==> config.mk <==
export PLATFORM = sky130hd
export DESIGN_NAME = lfsr_hop_sequence_generator
export DESIGN_NICKNAME = d
export VERILOG_FILES = /design/src/rtl/lhsg_pkg.sv /design/src/rtl/lhsg_step.sv /design/src/rtl/lhsg_mem.sv /design/src/rtl/lfsr_hop_sequence_generator.sv
export SDC_FILE = /design/constraint.sdc
export NUM_CORES = 1
export LEC_CHECK = 0
export BUFFER_PORTS_ARGS = -buffer_cell sky130_fd_sc_hd__buf_2
export CORE_MARGIN = 2
export CORE_UTILIZATION = 40
export CTS_CLUSTER_DIAMETER = 120
export DETAILED_ROUTE_END_ITERATION = 6
export GPL_ROUTABILITY_DRIVEN = 0
export HOLD_SLACK_MARGIN = 0.05
export SLEW_MARGIN = 40
export SYNTH_ARGS = -nofsm -noshare
export SYNTH_HDL_FRONTEND = slang
export SYNTH_SLANG_ARGS = --single-unit
==> constraint.sdc <==
create_clock -name clk -period 4.8 [get_ports clk]
set_clock_uncertainty 0.15 [all_clocks]
set_input_delay 0.48 -clock clk [delete_from_list [all_inputs] [get_ports clk]]
set_output_delay 0.48 -clock clk [all_outputs]
set_load 0.01 [all_outputs]
==> src/rtl/lhsg_pkg.sv <==
// lhsg_pkg: shared types and constants for the LFSR hop sequence generator.
// No dependencies.
package lhsg_pkg;

	localparam int unsigned LFSR_W      = 7;
	localparam int unsigned OFFSET_W    = 8;
	localparam int unsigned HOP_INDEX_W = 5;

	localparam logic [LFSR_W-1:0] LFSR_TAPS   = 7'h60;
	localparam logic [LFSR_W-1:0] CHANNEL_MOD = 7'd127;
	localparam logic [LFSR_W-1:0] STEP_BOUND  = 7'd127;

	typedef enum logic [2:0] {
		ST_IDLE,
		ST_STEP,
		ST_CHECK,
		ST_SCAN,
		ST_DECIDE,
		ST_EMIT
	} state_t;

endpackage

==> src/rtl/lhsg_step.sv <==
// lhsg_step: one Galois LFSR step (taps 0x60) and the candidate channel
// (next lfsr + offset) mod 127. Depends on lhsg_pkg.
module lhsg_step (
	input  logic [lhsg_pkg::LFSR_W-1:0]   lfsr,
	input  logic [lhsg_pkg::OFFSET_W-1:0] offset,
	output logic [lhsg_pkg::LFSR_W-1:0]   lfsr_next,
	output logic [lhsg_pkg::LFSR_W-1:0]   candidate
);

	logic [8:0] sum;
	logic [7:0] fold;

	always_comb begin
		lfsr_next = {1'b0, lfsr[lhsg_pkg::LFSR_W-1:1]};
		if (lfsr[0]) begin
			lfsr_next = lfsr_next ^ lhsg_pkg::LFSR_TAPS;
		end
	end

	// 128 == 1 (mod 127): fold the top bits onto the low seven, then one correction
	assign sum  = {2'b00, lfsr_next} + {1'b0, offset};
	assign fold = {6'b0, sum[8:7]} + {1'b0, sum[6:0]};

	always_comb begin
		if (fold >= {1'b0, lhsg_pkg::CHANNEL_MOD}) begin
			candidate = 7'(fold - {1'b0, lhsg_pkg::CHANNEL_MOD});
		end else begin
			candidate = fold[6:0];
		end
	end

endmodule

==> src/rtl/lhsg_mem.sv <==
// lhsg_mem: single-write, single-read store of chosen channels, registered read.
// Depends on lhsg_pkg.
module lhsg_mem #(
	parameter int unsigned DEPTH = 20,
	parameter int unsigned AW    = 5
) (
	input  logic                          clk,
	input  logic                          we,
	input  logic [AW-1:0]                 waddr,
	input  logic [lhsg_pkg::LFSR_W-1:0]   wdata,
	input  logic [AW-1:0]                 raddr,
	output logic [lhsg_pkg::LFSR_W-1:0]   rdata
);

	logic [lhsg_pkg::LFSR_W-1:0] mem_q [DEPTH];

	always_ff @(posedge clk) begin
		if (we) begin
			mem_q[waddr] <= wdata;
		end
	end

	always_ff @(posedge clk) begin
		rdata <= mem_q[raddr];
	end

endmodule

==> src/rtl/lfsr_hop_sequence_generator.sv <==
// lfsr_hop_sequence_generator: top level, sequencer and duplicate-scan compare.
// Depends on lhsg_pkg, lhsg_step, lhsg_mem.
//
// A request (start while busy is low) loads the seed and offset. The block then
// walks the 7-bit LFSR, one step and one candidate per pass; an in-range
// candidate is compared against the channels already chosen, one stored entry
// per cycle through the store's registered read port. Once HOP_COUNT channels
// are found, or 127 steps have run, the chosen channels are sent out one per
// cycle on consecutive cycles, each marked by strobe, with last on the final
// one. The receiver cannot stall: results must be taken as they appear. Each
// LFSR step runs through the STEP, CHECK and DECIDE states, and an in-range
// candidate adds a SCAN visit per stored entry, up to n when n channels are
// already held (the scan stops at the first match), so the serial duplicate
// scan sets the length of a request; busy stays high throughout. A zero seed
// gives one channel or none after the full 127 steps.
module lfsr_hop_sequence_generator #(
	parameter int unsigned HOP_COUNT   = 20,
	parameter int unsigned MAX_CHANNEL = 69
) (
	input  logic                               clk,
	input  logic                               arst_n,
	input  logic                               start,
	output logic                               busy,
	input  logic [lhsg_pkg::OFFSET_W-1:0]      offset,
	input  logic [lhsg_pkg::LFSR_W-1:0]        seed,
	output logic                               strobe,
	output logic [lhsg_pkg::HOP_INDEX_W-1:0]   hop_index,
	output logic [lhsg_pkg::LFSR_W-1:0]        channel,
	output logic                               last
);

	localparam int unsigned AW = (HOP_COUNT > 1) ? $clog2(HOP_COUNT) : 1;
	localparam int unsigned CW = $clog2(HOP_COUNT + 1);

	lhsg_pkg::state_t state_q, state_d;

	logic [lhsg_pkg::LFSR_W-1:0]   lfsr_q;
	logic [lhsg_pkg::OFFSET_W-1:0] offset_q;
	logic [lhsg_pkg::LFSR_W-1:0]   cand_q;
	logic [lhsg_pkg::LFSR_W-1:0]   steps_q;
	logic [CW-1:0]                 count_q;
	logic [AW-1:0]                 scan_q;
	logic [AW-1:0]                 emit_q;

	logic [lhsg_pkg::LFSR_W-1:0]   lfsr_next;
	logic [lhsg_pkg::LFSR_W-1:0]   candidate;
	logic [lhsg_pkg::LFSR_W-1:0]   rd_data;

	logic          in_range;
	logic          match;
	logic          scan_end;
	logic          emit_end;
	logic          search_done;
	logic [CW-1:0] scan_nxt;
	logic [CW-1:0] emit_nxt;
	logic [CW-1:0] rd_idx;
	logic [AW-1:0] rd_addr;
	logic          we;

	lhsg_step u_step (
		.lfsr      (lfsr_q),
		.offset    (offset_q),
		.lfsr_next (lfsr_next),
		.candidate (candidate)
	);

	lhsg_mem #(
		.DEPTH (HOP_COUNT),
		.AW    (AW)
	) u_mem (
		.clk   (clk),
		.we    (we),
		.waddr (count_q[AW-1:0]),
		.wdata (cand_q),
		.raddr (rd_addr),
		.rdata (rd_data)
	);

	assign in_range    = cand_q <= 7'(MAX_CHANNEL);
	assign match       = rd_data == cand_q;
	assign scan_nxt    = CW'(scan_q) + CW'(1);
	assign emit_nxt    = CW'(emit_q) + CW'(1);
	assign scan_end    = scan_nxt == count_q;
	assign emit_end    = emit_nxt == count_q;
	assign search_done = (count_q == CW'(HOP_COUNT)) || (steps_q == lhsg_pkg::STEP_BOUND);
	assign rd_addr     = (rd_idx < CW'(HOP_COUNT)) ? rd_idx[AW-1:0] : '0;

	// next state
	always_comb begin
		state_d = state_q;
		unique case (state_q)
			lhsg_pkg::ST_IDLE: begin
				if (start) begin
					state_d = lhsg_pkg::ST_STEP;
				end
			end
			lhsg_pkg::ST_STEP: begin
				state_d = lhsg_pkg::ST_CHECK;
			end
			lhsg_pkg::ST_CHECK: begin
				if (!in_range || count_q == '0) begin
					state_d = lhsg_pkg::ST_DECIDE;
				end else begin
					state_d = lhsg_pkg::ST_SCAN;
				end
			end
			lhsg_pkg::ST_SCAN: begin
				if (match || scan_end) begin
					state_d = lhsg_pkg::ST_DECIDE;
				end
			end
			lhsg_pkg::ST_DECIDE: begin
				if (!search_done) begin
					state_d = lhsg_pkg::ST_STEP;
				end else if (count_q == '0) begin
					state_d = lhsg_pkg::ST_IDLE;
				end else begin
					state_d = lhsg_pkg::ST_EMIT;
				end
			end
			lhsg_pkg::ST_EMIT: begin
				if (emit_end) begin
					state_d = lhsg_pkg::ST_IDLE;
				end
			end
			default: begin
				state_d = lhsg_pkg::ST_IDLE;
			end
		endcase
	end

	// outputs and store control
	always_comb begin
		busy   = 1'b1;
		strobe = 1'b0;
		we     = 1'b0;
		rd_idx = '0;
		unique case (state_q)
			lhsg_pkg::ST_IDLE: begin
				busy = 1'b0;
			end
			lhsg_pkg::ST_STEP: begin
			end
			lhsg_pkg::ST_CHECK: begin
				we = in_range && (count_q == '0);
			end
			lhsg_pkg::ST_SCAN: begin
				we     = !match && scan_end;
				rd_idx = scan_nxt;
			end
			lhsg_pkg::ST_DECIDE: begin
			end
			lhsg_pkg::ST_EMIT: begin
				strobe = 1'b1;
				rd_idx = emit_nxt;
			end
			default: begin
				busy = 1'b0;
			end
		endcase
	end

	assign hop_index = lhsg_pkg::HOP_INDEX_W'(emit_q);
	assign channel   = rd_data;
	assign last      = emit_end;

	always_ff @(posedge clk or negedge arst_n) begin
		if (!arst_n) begin
			state_q <= lhsg_pkg::ST_IDLE;
			lfsr_q  <= '0;
			count_q <= '0;
			steps_q <= '0;
			scan_q  <= '0;
			emit_q  <= '0;
		end else begin
			state_q <= state_d;
			unique case (state_q)
				lhsg_pkg::ST_IDLE: begin
					if (start) begin
						lfsr_q  <= seed;
						count_q <= '0;
						steps_q <= '0;
					end
				end
				lhsg_pkg::ST_STEP: begin
					lfsr_q  <= lfsr_next;
					steps_q <= steps_q + 7'd1;
				end
				lhsg_pkg::ST_CHECK: begin
					scan_q <= '0;
				end
				lhsg_pkg::ST_SCAN: begin
					scan_q <= scan_nxt[AW-1:0];
				end
				lhsg_pkg::ST_DECIDE: begin
					emit_q <= '0;
				end
				lhsg_pkg::ST_EMIT: begin
					emit_q <= emit_nxt[AW-1:0];
				end
				default: begin
				end
			endcase
			if (we) begin
				count_q <= count_q + CW'(1);
			end
		end
	end

	// request payload and candidate
	always_ff @(posedge clk) begin
		if (state_q == lhsg_pkg::ST_IDLE && start) begin
			offset_q <= offset;
		end
		if (state_q == lhsg_pkg::ST_STEP) begin
			cand_q <= candidate;
		end
	end

endmodule

Word level (Yosys, flattened, before mapping). Memories as Yosys holds them, arrays and structs flattened. A register that Yosys moved wholly into a read port is not among the register bits. Index checks and enable logic that the tools add are counted.

Register bits: 47. RAM bits: 140. Input bits: 18. Output and inout port bits: 15. Logic and storage cells: 77. Memories kept: 1.

Add/subtract/negate cells: 7. Magnitude comparators: 3. Equality and inequality tests: 13. Mux-type cells: 25. Bitwise logic cells: 1. Reductions and logical operators: 19.

Memory list: u_mem.mem_q (words 20, bits a word 7, read ports 1, clocked after memory_dff 1, wr ports 1, RTL line lhsg_mem.sv:15) `logic [lhsg_pkg::LFSR_W-1:0] mem_q [DEPTH];`.

Operators by type and width (number): one-hot mux 5 bit (2 select lines) (3); 2-to-1 mux 7 bit (4); one-hot mux 7 bit (2 select lines) (2); 2-to-1 mux 5 bit (4); 2-to-1 mux 3 bit (6); one-hot mux 3 bit (6 select lines) (1); adder 5 x 1 -> 5 bit, second input constant (3); equality test 5 bit (2); nonzero test 2 bit (5); adder 7 x 8 -> 9 bit (1); adder 2 x 7 -> 8 bit (1); greater-or-equal comparator 8 x 7 -> 1 bit, second input constant (1); adder 7 x 1 -> 7 bit, second input constant (1); equality test 7 bit (1); equality test 7 bit, second input constant (1); less-or-equal comparator 7 bit, second input constant (1); subtractor 7 bit, second input constant (1); equality test 3 x 2 -> 1 bit, second input constant (2); equality test 3 bit, second input constant (2); inequality test 2 bit, second input constant (3); equality test 5 bit, second input constant (1); logical NOT 5 bit (1); less-than comparator 5 bit, second input constant (1); OR reduction 5 bit (1); other kinds (10) (19).

Logic depth before layout (Yosys ltp). Gate-level depths: netlist of run 1.

Depth in word-level cells: 6. Depth in mapped cells: 17. Mapped depth without buffers: 17.

By module. From an unflattened synthesis of run 1, not the netlist that was laid out.

Cells, all modules: 644. Area, all modules: 8988.6 um^2.

Modules (own cells, without submodules): lhsg_mem (instances 1, cells each 288, area each 5706.7 um^2); lfsr_hop_sequence_generator (instances 1, cells each 256, area each 2543.7 um^2); lhsg_step (instances 1, cells each 100, area each 738.2 um^2).

Worst setup path before layout of run 1. No wires, ideal clock.

Path type: register to register. From: register offset_q[1] in the netlist's numbering. To: register cand_q[1] in the netlist's numbering, data pin. Data arrival time: 3.481 ns. Required time: 4.388 ns. Setup slack: 0.907 ns. Cell stages (with the launch flop): 18. Cell sequence: edfxtp_1 -> ha_1 -> a21o_1 -> a21oi_2 -> nand2b_1 -> a21boi_0 -> o21ai_0 -> nand2b_1 -> a21oi_1 -> xnor2_1 -> ha_1 -> fa_1 -> nand2_1 -> xnor3_1 -> a31o_2 -> o2111a_2 -> o21ai_2 -> mux2_1.

Cells in the longest elaborated chain, start to end: 4. Elaborated cells on any way between the ends: 5. Classes of those cells: add/sub: 3; order compare: 1; mux: 1.

Ends and longest elaborated chain: from (decl) (RTL line lfsr_hop_sequence_generator.sv:38) `logic [lhsg_pkg::OFFSET_W-1:0] offset_q;`; from (signal assigned) (RTL line lfsr_hop_sequence_generator.sv:213) `offset_q <= offset;`; adder 7 x 8 -> 9 bit * (RTL line lhsg_step.sv:21) `assign sum = {2'b00, lfsr_next} + {1'b0, offset};`; adder 2 x 7 -> 8 bit * (RTL line lhsg_step.sv:22) `assign fold = {6'b0, sum[8:7]} + {1'b0, sum[6:0]};`; subtractor 7 bit or greater-or-equal comparator 8 x 7 -> 1 bit (tied branches) (RTL line lhsg_step.sv:26, lhsg_step.sv:25); 2-to-1 mux 7 bit * (RTL line lhsg_step.sv:25) `if (fold >= {1'b0, lhsg_pkg::CHANNEL_MOD}) begin`; net candidate (one bit) (RTL line lfsr_hop_sequence_generator.sv:46) `logic [lhsg_pkg::LFSR_W-1:0] candidate;`; to (signal assigned) (RTL line lfsr_hop_sequence_generator.sv:216) `cand_q <= candidate;`; to (decl) (RTL line lfsr_hop_sequence_generator.sv:39) `logic [lhsg_pkg::LFSR_W-1:0] cand_q;`.

Mark *: on every way through the listed nets, which the timed path passes. The rest lies on a longest branch. A chain may end at the register's enable or synchronous reset.

Final worst setup path of run 1. Same ends and word-level chain as after synthesis.

==> out/results.txt, run 1 <==
max-slew violation count: 0
H-tree depth: 4
pwr dens: 633 nW/um^2
most common cell after layout, fill and taps aside: edfxtp_1
post-synthesis register bit count: 194
TritonCTS Buffers: 17
Routed WL per cell: 18.9 um
root buffer cell: clkbuf_16
first-pass GRT wire length: 32400 um
Post-Syn Area per Cell: 12.0 um^2
VDD IR max: 0.318 mV
Fin Setup TNS: 0 ns
DP HPWL: 13800 um
RSZ-0062 raised after global routing: false
Post-DRT Antenna Nets: 0
post-cts sizing count: 0
Seq/Total Area, Yosys: 61.7%
most frequent cells in the layout: 155 x edfxtp_1, 110 x nand2_1, 62 x nor2_1, 47 x o21ai_0, 32 x dfrtp_1
LEAKAGE: 3.77 nW
drt total wl: 20400 um
gr ovfl total: 0
Final Cell Area: 10100 um^2
grt met3 use: 3.08%
Final Cycle Share: 86.5%
GRT Total Usage: 17.8%
Die Height: 155 um
Final min period: 4.15 ns
Async S/R FF share, synth: 16.5%
Total Nets Final: 822
status: finished, final reports clean
Critical Setup Path Class: flip-flop to flip-flop
worst endpoint data arrival time: 4.18 ns
prevailing post-synth register cell: edfxtp_1
Synthesis Warnings: 0
max-cap check violation count: 0
Design Power: 6.42 mW
CP required: 4.83 ns
initial core utilization: 40.4%
vias in the first global route: 5825
Ant. Diodes: 0
Syn Nets: 791
area leader, netlist: edfxtp_1
Max Freq: 241 MHz
Final Setup Violations: 0
DR vias: 5902
die area: 23900 um^2
clk sink count: 194
Clock transition at path regs: 0.07 ns
M2 GR Usage: 28.8%
Area growth syn-to-layout: 11.8%
Vias/cell: 5.45
worst slew pin tran: 0.754 ns
relative slew slack: 49.6%
largest net degree at the start of global routing: 36
Area contributors post-synth: edfxtp_1 51%, dfrtp_1 8.8%, nand2_1 4.6%
final hold vios: 0
# IOs: 33
DR DRC count: 0
synthesized cell area: 9070 um^2
worst setup margin: 0.650 ns
Area after DPL: 9510 um^2
clock buffer depth: 2
Setup crit start kind: flip-flop
Post-Syn Instances: 754
Worst-Skew Late Latency: 0.43 ns
Initial DRT Pass Iterations: 4
initial drt markers: 407
crit-path max FO: 5
Die W: 155 um
GR Util met1: 24.7%
share of Yosys cell area claimed by the top area cell type: 51.3%
HP Class: primary input to flip-flop
reg2reg setup slack: 0.65 ns
Row Count: 55
layout cells sized above 1: 14.3%
CTS tree: built
Post-synth EDFFs: 155
Setup WS pre-CTS: 0.662 ns
post-CTS setup buffers: 0
CP endpoint kind: flip-flop
GR peak layer: met2
antenna violations before repair: 0
PortBufs: 32
core area: 22400 um^2
synth unique cells: 81
worst max-delay path, stage by stage (launching register included):
cell,delay [ns]
edfxtp_1,0.41
ha_1,0.30
a21o_1,0.19
a21oi_2,0.20
nand2b_1,0.13
a21boi_0,0.10
o21ai_0,0.16
nand2b_1,0.08
a21oi_1,0.18
xnor2_1,0.09
ha_1,0.22
fa_1,0.42
nand2_1,0.12
xnor3_1,0.21
a31o_2,0.24
o2111a_2,0.16
o21ai_2,0.21
mux2_1,0.33
final cells by class:
| type | instances | area (um^2) |
|---|---|---|
| Tap cell | 285 | 357 |
| Timing Repair Buffer | 46 | 278 |
| Multi-Input combinational cell | 508 | 3220 |
| Inverter | 18 | 67.6 |
| Fill cell | 2092 | 12300 |
| Clock buffer | 17 | 425 |
| Sequential cell | 194 | 5600 |
| Clock inverter | 15 | 190 |
Yosys cell counts (4+ instances only):
master and n:
edfxtp_1 155, nand2_1 110, nor2_1 62, o21ai_0 47, dfrtp_1 32, o22ai_1 24
xnor2_1 21, a21oi_1 19, nand3_1 18, ha_1 17, inv_1 17, mux2i_1 15
a31oi_1 13, clkbuf_1 13, nor3_1 13, nand2b_1 12, buf_2 11, xor2_1 11
nand4_1 10, o32ai_1 8, dfxtp_1 7, and3_1 6, o21ai_1 6, a22o_1 5
mux2_2 5, or3_1 5, buf_4 4, buf_6 4, nor2b_1 4, o211ai_1 4
o21a_1 4
repair_timing:
item / 4_1_cts / 5_1_grt
endpoints found under the setup margin: 0 / 0
hold endpoints to repair: 32 / 0
hold buffers: 1 / 0
cells by family (layout without fill, tap and decap cells):
kind of cell / after synthesis / after routing / synth area share [%]
adder cells (fa/ha/maj): 19 / 19 / 2.79
flip-flops: 194 / 194 / 61.7
multiplexers: 23 / 23 / 2.69
AO/OA/AOI/OAI: 165 / 165 / 12.3
AND/OR/NAND/NOR: 267 / 267 / 14.2
XOR/XNOR: 34 / 34 / 3.52
buffers and inverters: 52 / 96 / 2.81
state kept, by name, indices dropped and copies added (netlist names):
| register | cells |
|---|---|
| offset_q | 8 |
| u_mem.mem_q | 140 |
| lfsr_q | 7 |
| scan_q | 5 |
| cand_q | 7 |
| hop_index | 5 |
| count_q | 5 |
| state_q | 3 |
| u_mem.rdata | 7 |
| steps_q | 7 |
per-layer routing:
metal,wire [um],share of wire (%)
met1,9390,46
met5,0,0
met4,319,1.6
met2,9670,47
met3,1040,5.1
report_power, final:
group | total (mW) | internal (mW) | switching, mW | leakage (nW)
combinational | 2.39 | 0.938 | 1.45 | 1.60
sequential | 2.55 | 2.24 | 0.304 | 1.87
clock | 1.48 | 0.796 | 0.682 | 0.302
worst paths after layout:
| path | start | to | depth (start not counted) |
|---|---|---|---|
| max | offset_q[1] | cand_q[1] | 17 |
| min in group asynchronous | arst_n | lfsr_q[3] | 2 |
| max in group asynchronous | arst_n | hop_index[2] | 2 |
| min reg2reg | steps_q[6] | steps_q[6] | 1 |
| min | offset[2] | offset_q[2] | 1 |
| max reg2reg | offset_q[1] | cand_q[1] | 17 |
per-stage QoR:
step | hold WS [ns] | util (%) | std cells
3_5_place_dp | 0.347 | 42.4 | 1050
2_1_floorplan | 0.0344 | - | 754
5_1_grt | 0.0574 | 45.2 | 1083
6_report | 0.0707 | 45.2 | 1083
3_3_place_gp | 0.335 | 42.3 | 1049
4_1_cts | 0.0523 | 45.2 | 1083
Power figures use the tool's default switching activity.
==> inputs of run 2 (changes only) <==
Settings changed: CORE_UTILIZATION 40 to 50, CTS_BUF_LIST set to sky130_fd_sc_hd__clkbuf_4 sky130_fd_sc_hd__clkbuf_8, PLACE_DENSITY set to 0.67.
==> run 2 against run 1 <==
  * Non-clock buffer count grew 7
  * Sequential power hardly changed
  * Critical path depth unchanged
  * Design area fell by 1.4%
  * Maximum frequency shrank 0.92%
  * Register-to-register slack worse by 0.04 ns
  * Sequential cell count unchanged
  * Sequential share of layout area up 0.80 points
  * Clock power down 16%
  * Worst hold slack improved by 0.0076 ns
  * Power fell by 3.7%
  * Via count increased by 1.9%
  * Largest power group unchanged
==> out/results.txt, run 2 (same netlist as run 1, synthesis figures left out) <==
H-tree depth: 4
Setup WS pre-CTS: 0.622 ns
CP required: 4.87 ns
Worst-Skew Late Latency: 0.47 ns
Die W: 139 um
gr ovfl total: 0
max-cap check violation count: 0
Final Cell Area: 9990 um^2
reg2reg setup slack: 0.61 ns
CP peak stage delay: 0.41 ns
Ant. Diodes: 0
crit-path max FO: 5
worst endpoint data arrival time: 4.26 ns
die area: 19200 um^2
max-slew violation count: 0
Final Cycle Share: 87.3%
Vias/cell: 5.82
Area growth syn-to-layout: 10.2%
Clock transition at path regs: 0.09 ns
critical path, cell by cell: ha_1 > a21o_1 > a21oi_2 > nand2b_1 > a21boi_0 > o21ai_0 > nand2b_1 > a21oi_1 > xnor2_1 > ha_1 > fa_1 > nand2_1 > nor4b_2 > nor3_2 > o2111a_2 > o21ai_2 > mux2_1
Largest regs: u_mem.mem_q x140, offset_q x8
LEAKAGE: 3.74 nW
post-cts sizing count: 0
antenna violations before repair: 0
max reg flops: 140
Row Count: 49
Buffers & Inverters on Critical Path: 0
GRT Total Usage: 20.9%
Die Height: 139 um
Final Setup Violations: 0
DR vias: 6014
CTS tree: built
DP HPWL: 13400 um
Post-DRT Antenna Nets: 0
most frequent cells in the layout: 155 x edfxtp_1, 110 x nand2_1, 62 x nor2_1, 47 x o21ai_0
final hold vios: 0
drt total wl: 20000 um
status: finished, final reports clean
Area after DPL: 9420 um^2
Setup crit start kind: flip-flop
CP endpoint kind: flip-flop
clock buffer depth: 2
worst setup margin: 0.611 ns
Core Util, Final: 55.8%
HP Class: primary input to flip-flop
core area: 17900 um^2
relative slew slack: 47.6%
vias in the first global route: 5856
PortBufs: 32
RSZ-0062 raised after global routing: false
Max Freq: 239 MHz
crit-path leading delay family: compound AO/OA/AOI/OAI gates
# IOs: 33
VDD IR max: 0.432 mV
clk sink count: 194
Final min period: 4.19 ns
initial core utilization: 50.6%
layout cells sized above 1: 14.0%
DR DRC count: 0
pwr dens: 618 nW/um^2
Fin Setup TNS: 0 ns
initial drt markers: 598
Routed WL per cell: 19.4 um
TritonCTS Buffers: 17
worst slew pin tran: 0.783 ns
root buffer cell: clkbuf_8
Critical Setup Path Class: flip-flop to flip-flop
largest net degree at the start of global routing: 37
first-pass GRT wire length: 31200 um
Design Power: 6.18 mW
slowest cell on the critical path: edfxtp_1
Total Nets Final: 829
Initial DRT Pass Iterations: 7
most common cell after layout, fill and taps aside: edfxtp_1
largest register by flop count: u_mem.mem_q
[run 2: cell type report]
type	count	area [um^2]
inverters	18	67.6
well taps	229	287
repair buffers	53	340
flip-flops and latches	194	5600
clock buffers	17	234
fillers	1463	7910
multi-input cells	508	3220
clock inverters	15	244
[run 2: final timing paths]
path	from	endpoint	depth (start not counted)
hold reg to reg	steps_q[3]	steps_q[3]	1
setup / recovery	offset_q[1]	cand_q[1]	17
setup reg to reg	offset_q[1]	cand_q[1]	17
hold / removal	seed[6]	lfsr_q[6]	3
max in group asynchronous	arst_n	lfsr_q[3]	2
min in group asynchronous	arst_n	scan_q[1]	2
[run 2: timing repair]
action / in CTS / in global routing
endpoints found under the setup margin: 0 / 0
hold buffers: 9 / 0
buffers inserted: 0 / 0
hold endpoints to repair: 40 / 0
[run 2: metal layers]
layer	wire [um]	GRT usage, %
met1	8660	28.0
met2	9910	35.0
met3	1230	4.18
met4	213	6.38
met5	0	0
[run 2: per-stage QoR]
step / std cells / hold slack [ns]
finish: 1034 / 0.0783
global route: 1034 / 0.0818
CTS: 1034 / 0.0569
detailed placement: 993 / 0.340
global placement: 993 / 0.330
floorplan: 754 / 0.0344
[run 2: power by group]
| group | leakage [nW] | internal (mW) | total (mW) | switching [mW] |
|---|---|---|---|---|
| clock | 0.241 | 0.637 | 1.24 | 0.604 |
| combinational | 1.63 | 0.935 | 2.36 | 1.42 |
| sequential | 1.87 | 2.24 | 2.58 | 0.338 |
[run 2: worst register-to-register path, cell delays in order (launching register included)]
cell and delay (ns):
edfxtp_1 0.41, ha_1 0.31, a21o_1 0.19, a21oi_2 0.18
nand2b_1 0.12, a21boi_0 0.09, o21ai_0 0.17, nand2b_1 0.07
a21oi_1 0.17, xnor2_1 0.14, ha_1 0.21, fa_1 0.24
nand2_1 0.11, nor4b_2 0.41, nor3_2 0.10, o2111a_2 0.32
o21ai_2 0.22, mux2_1 0.34
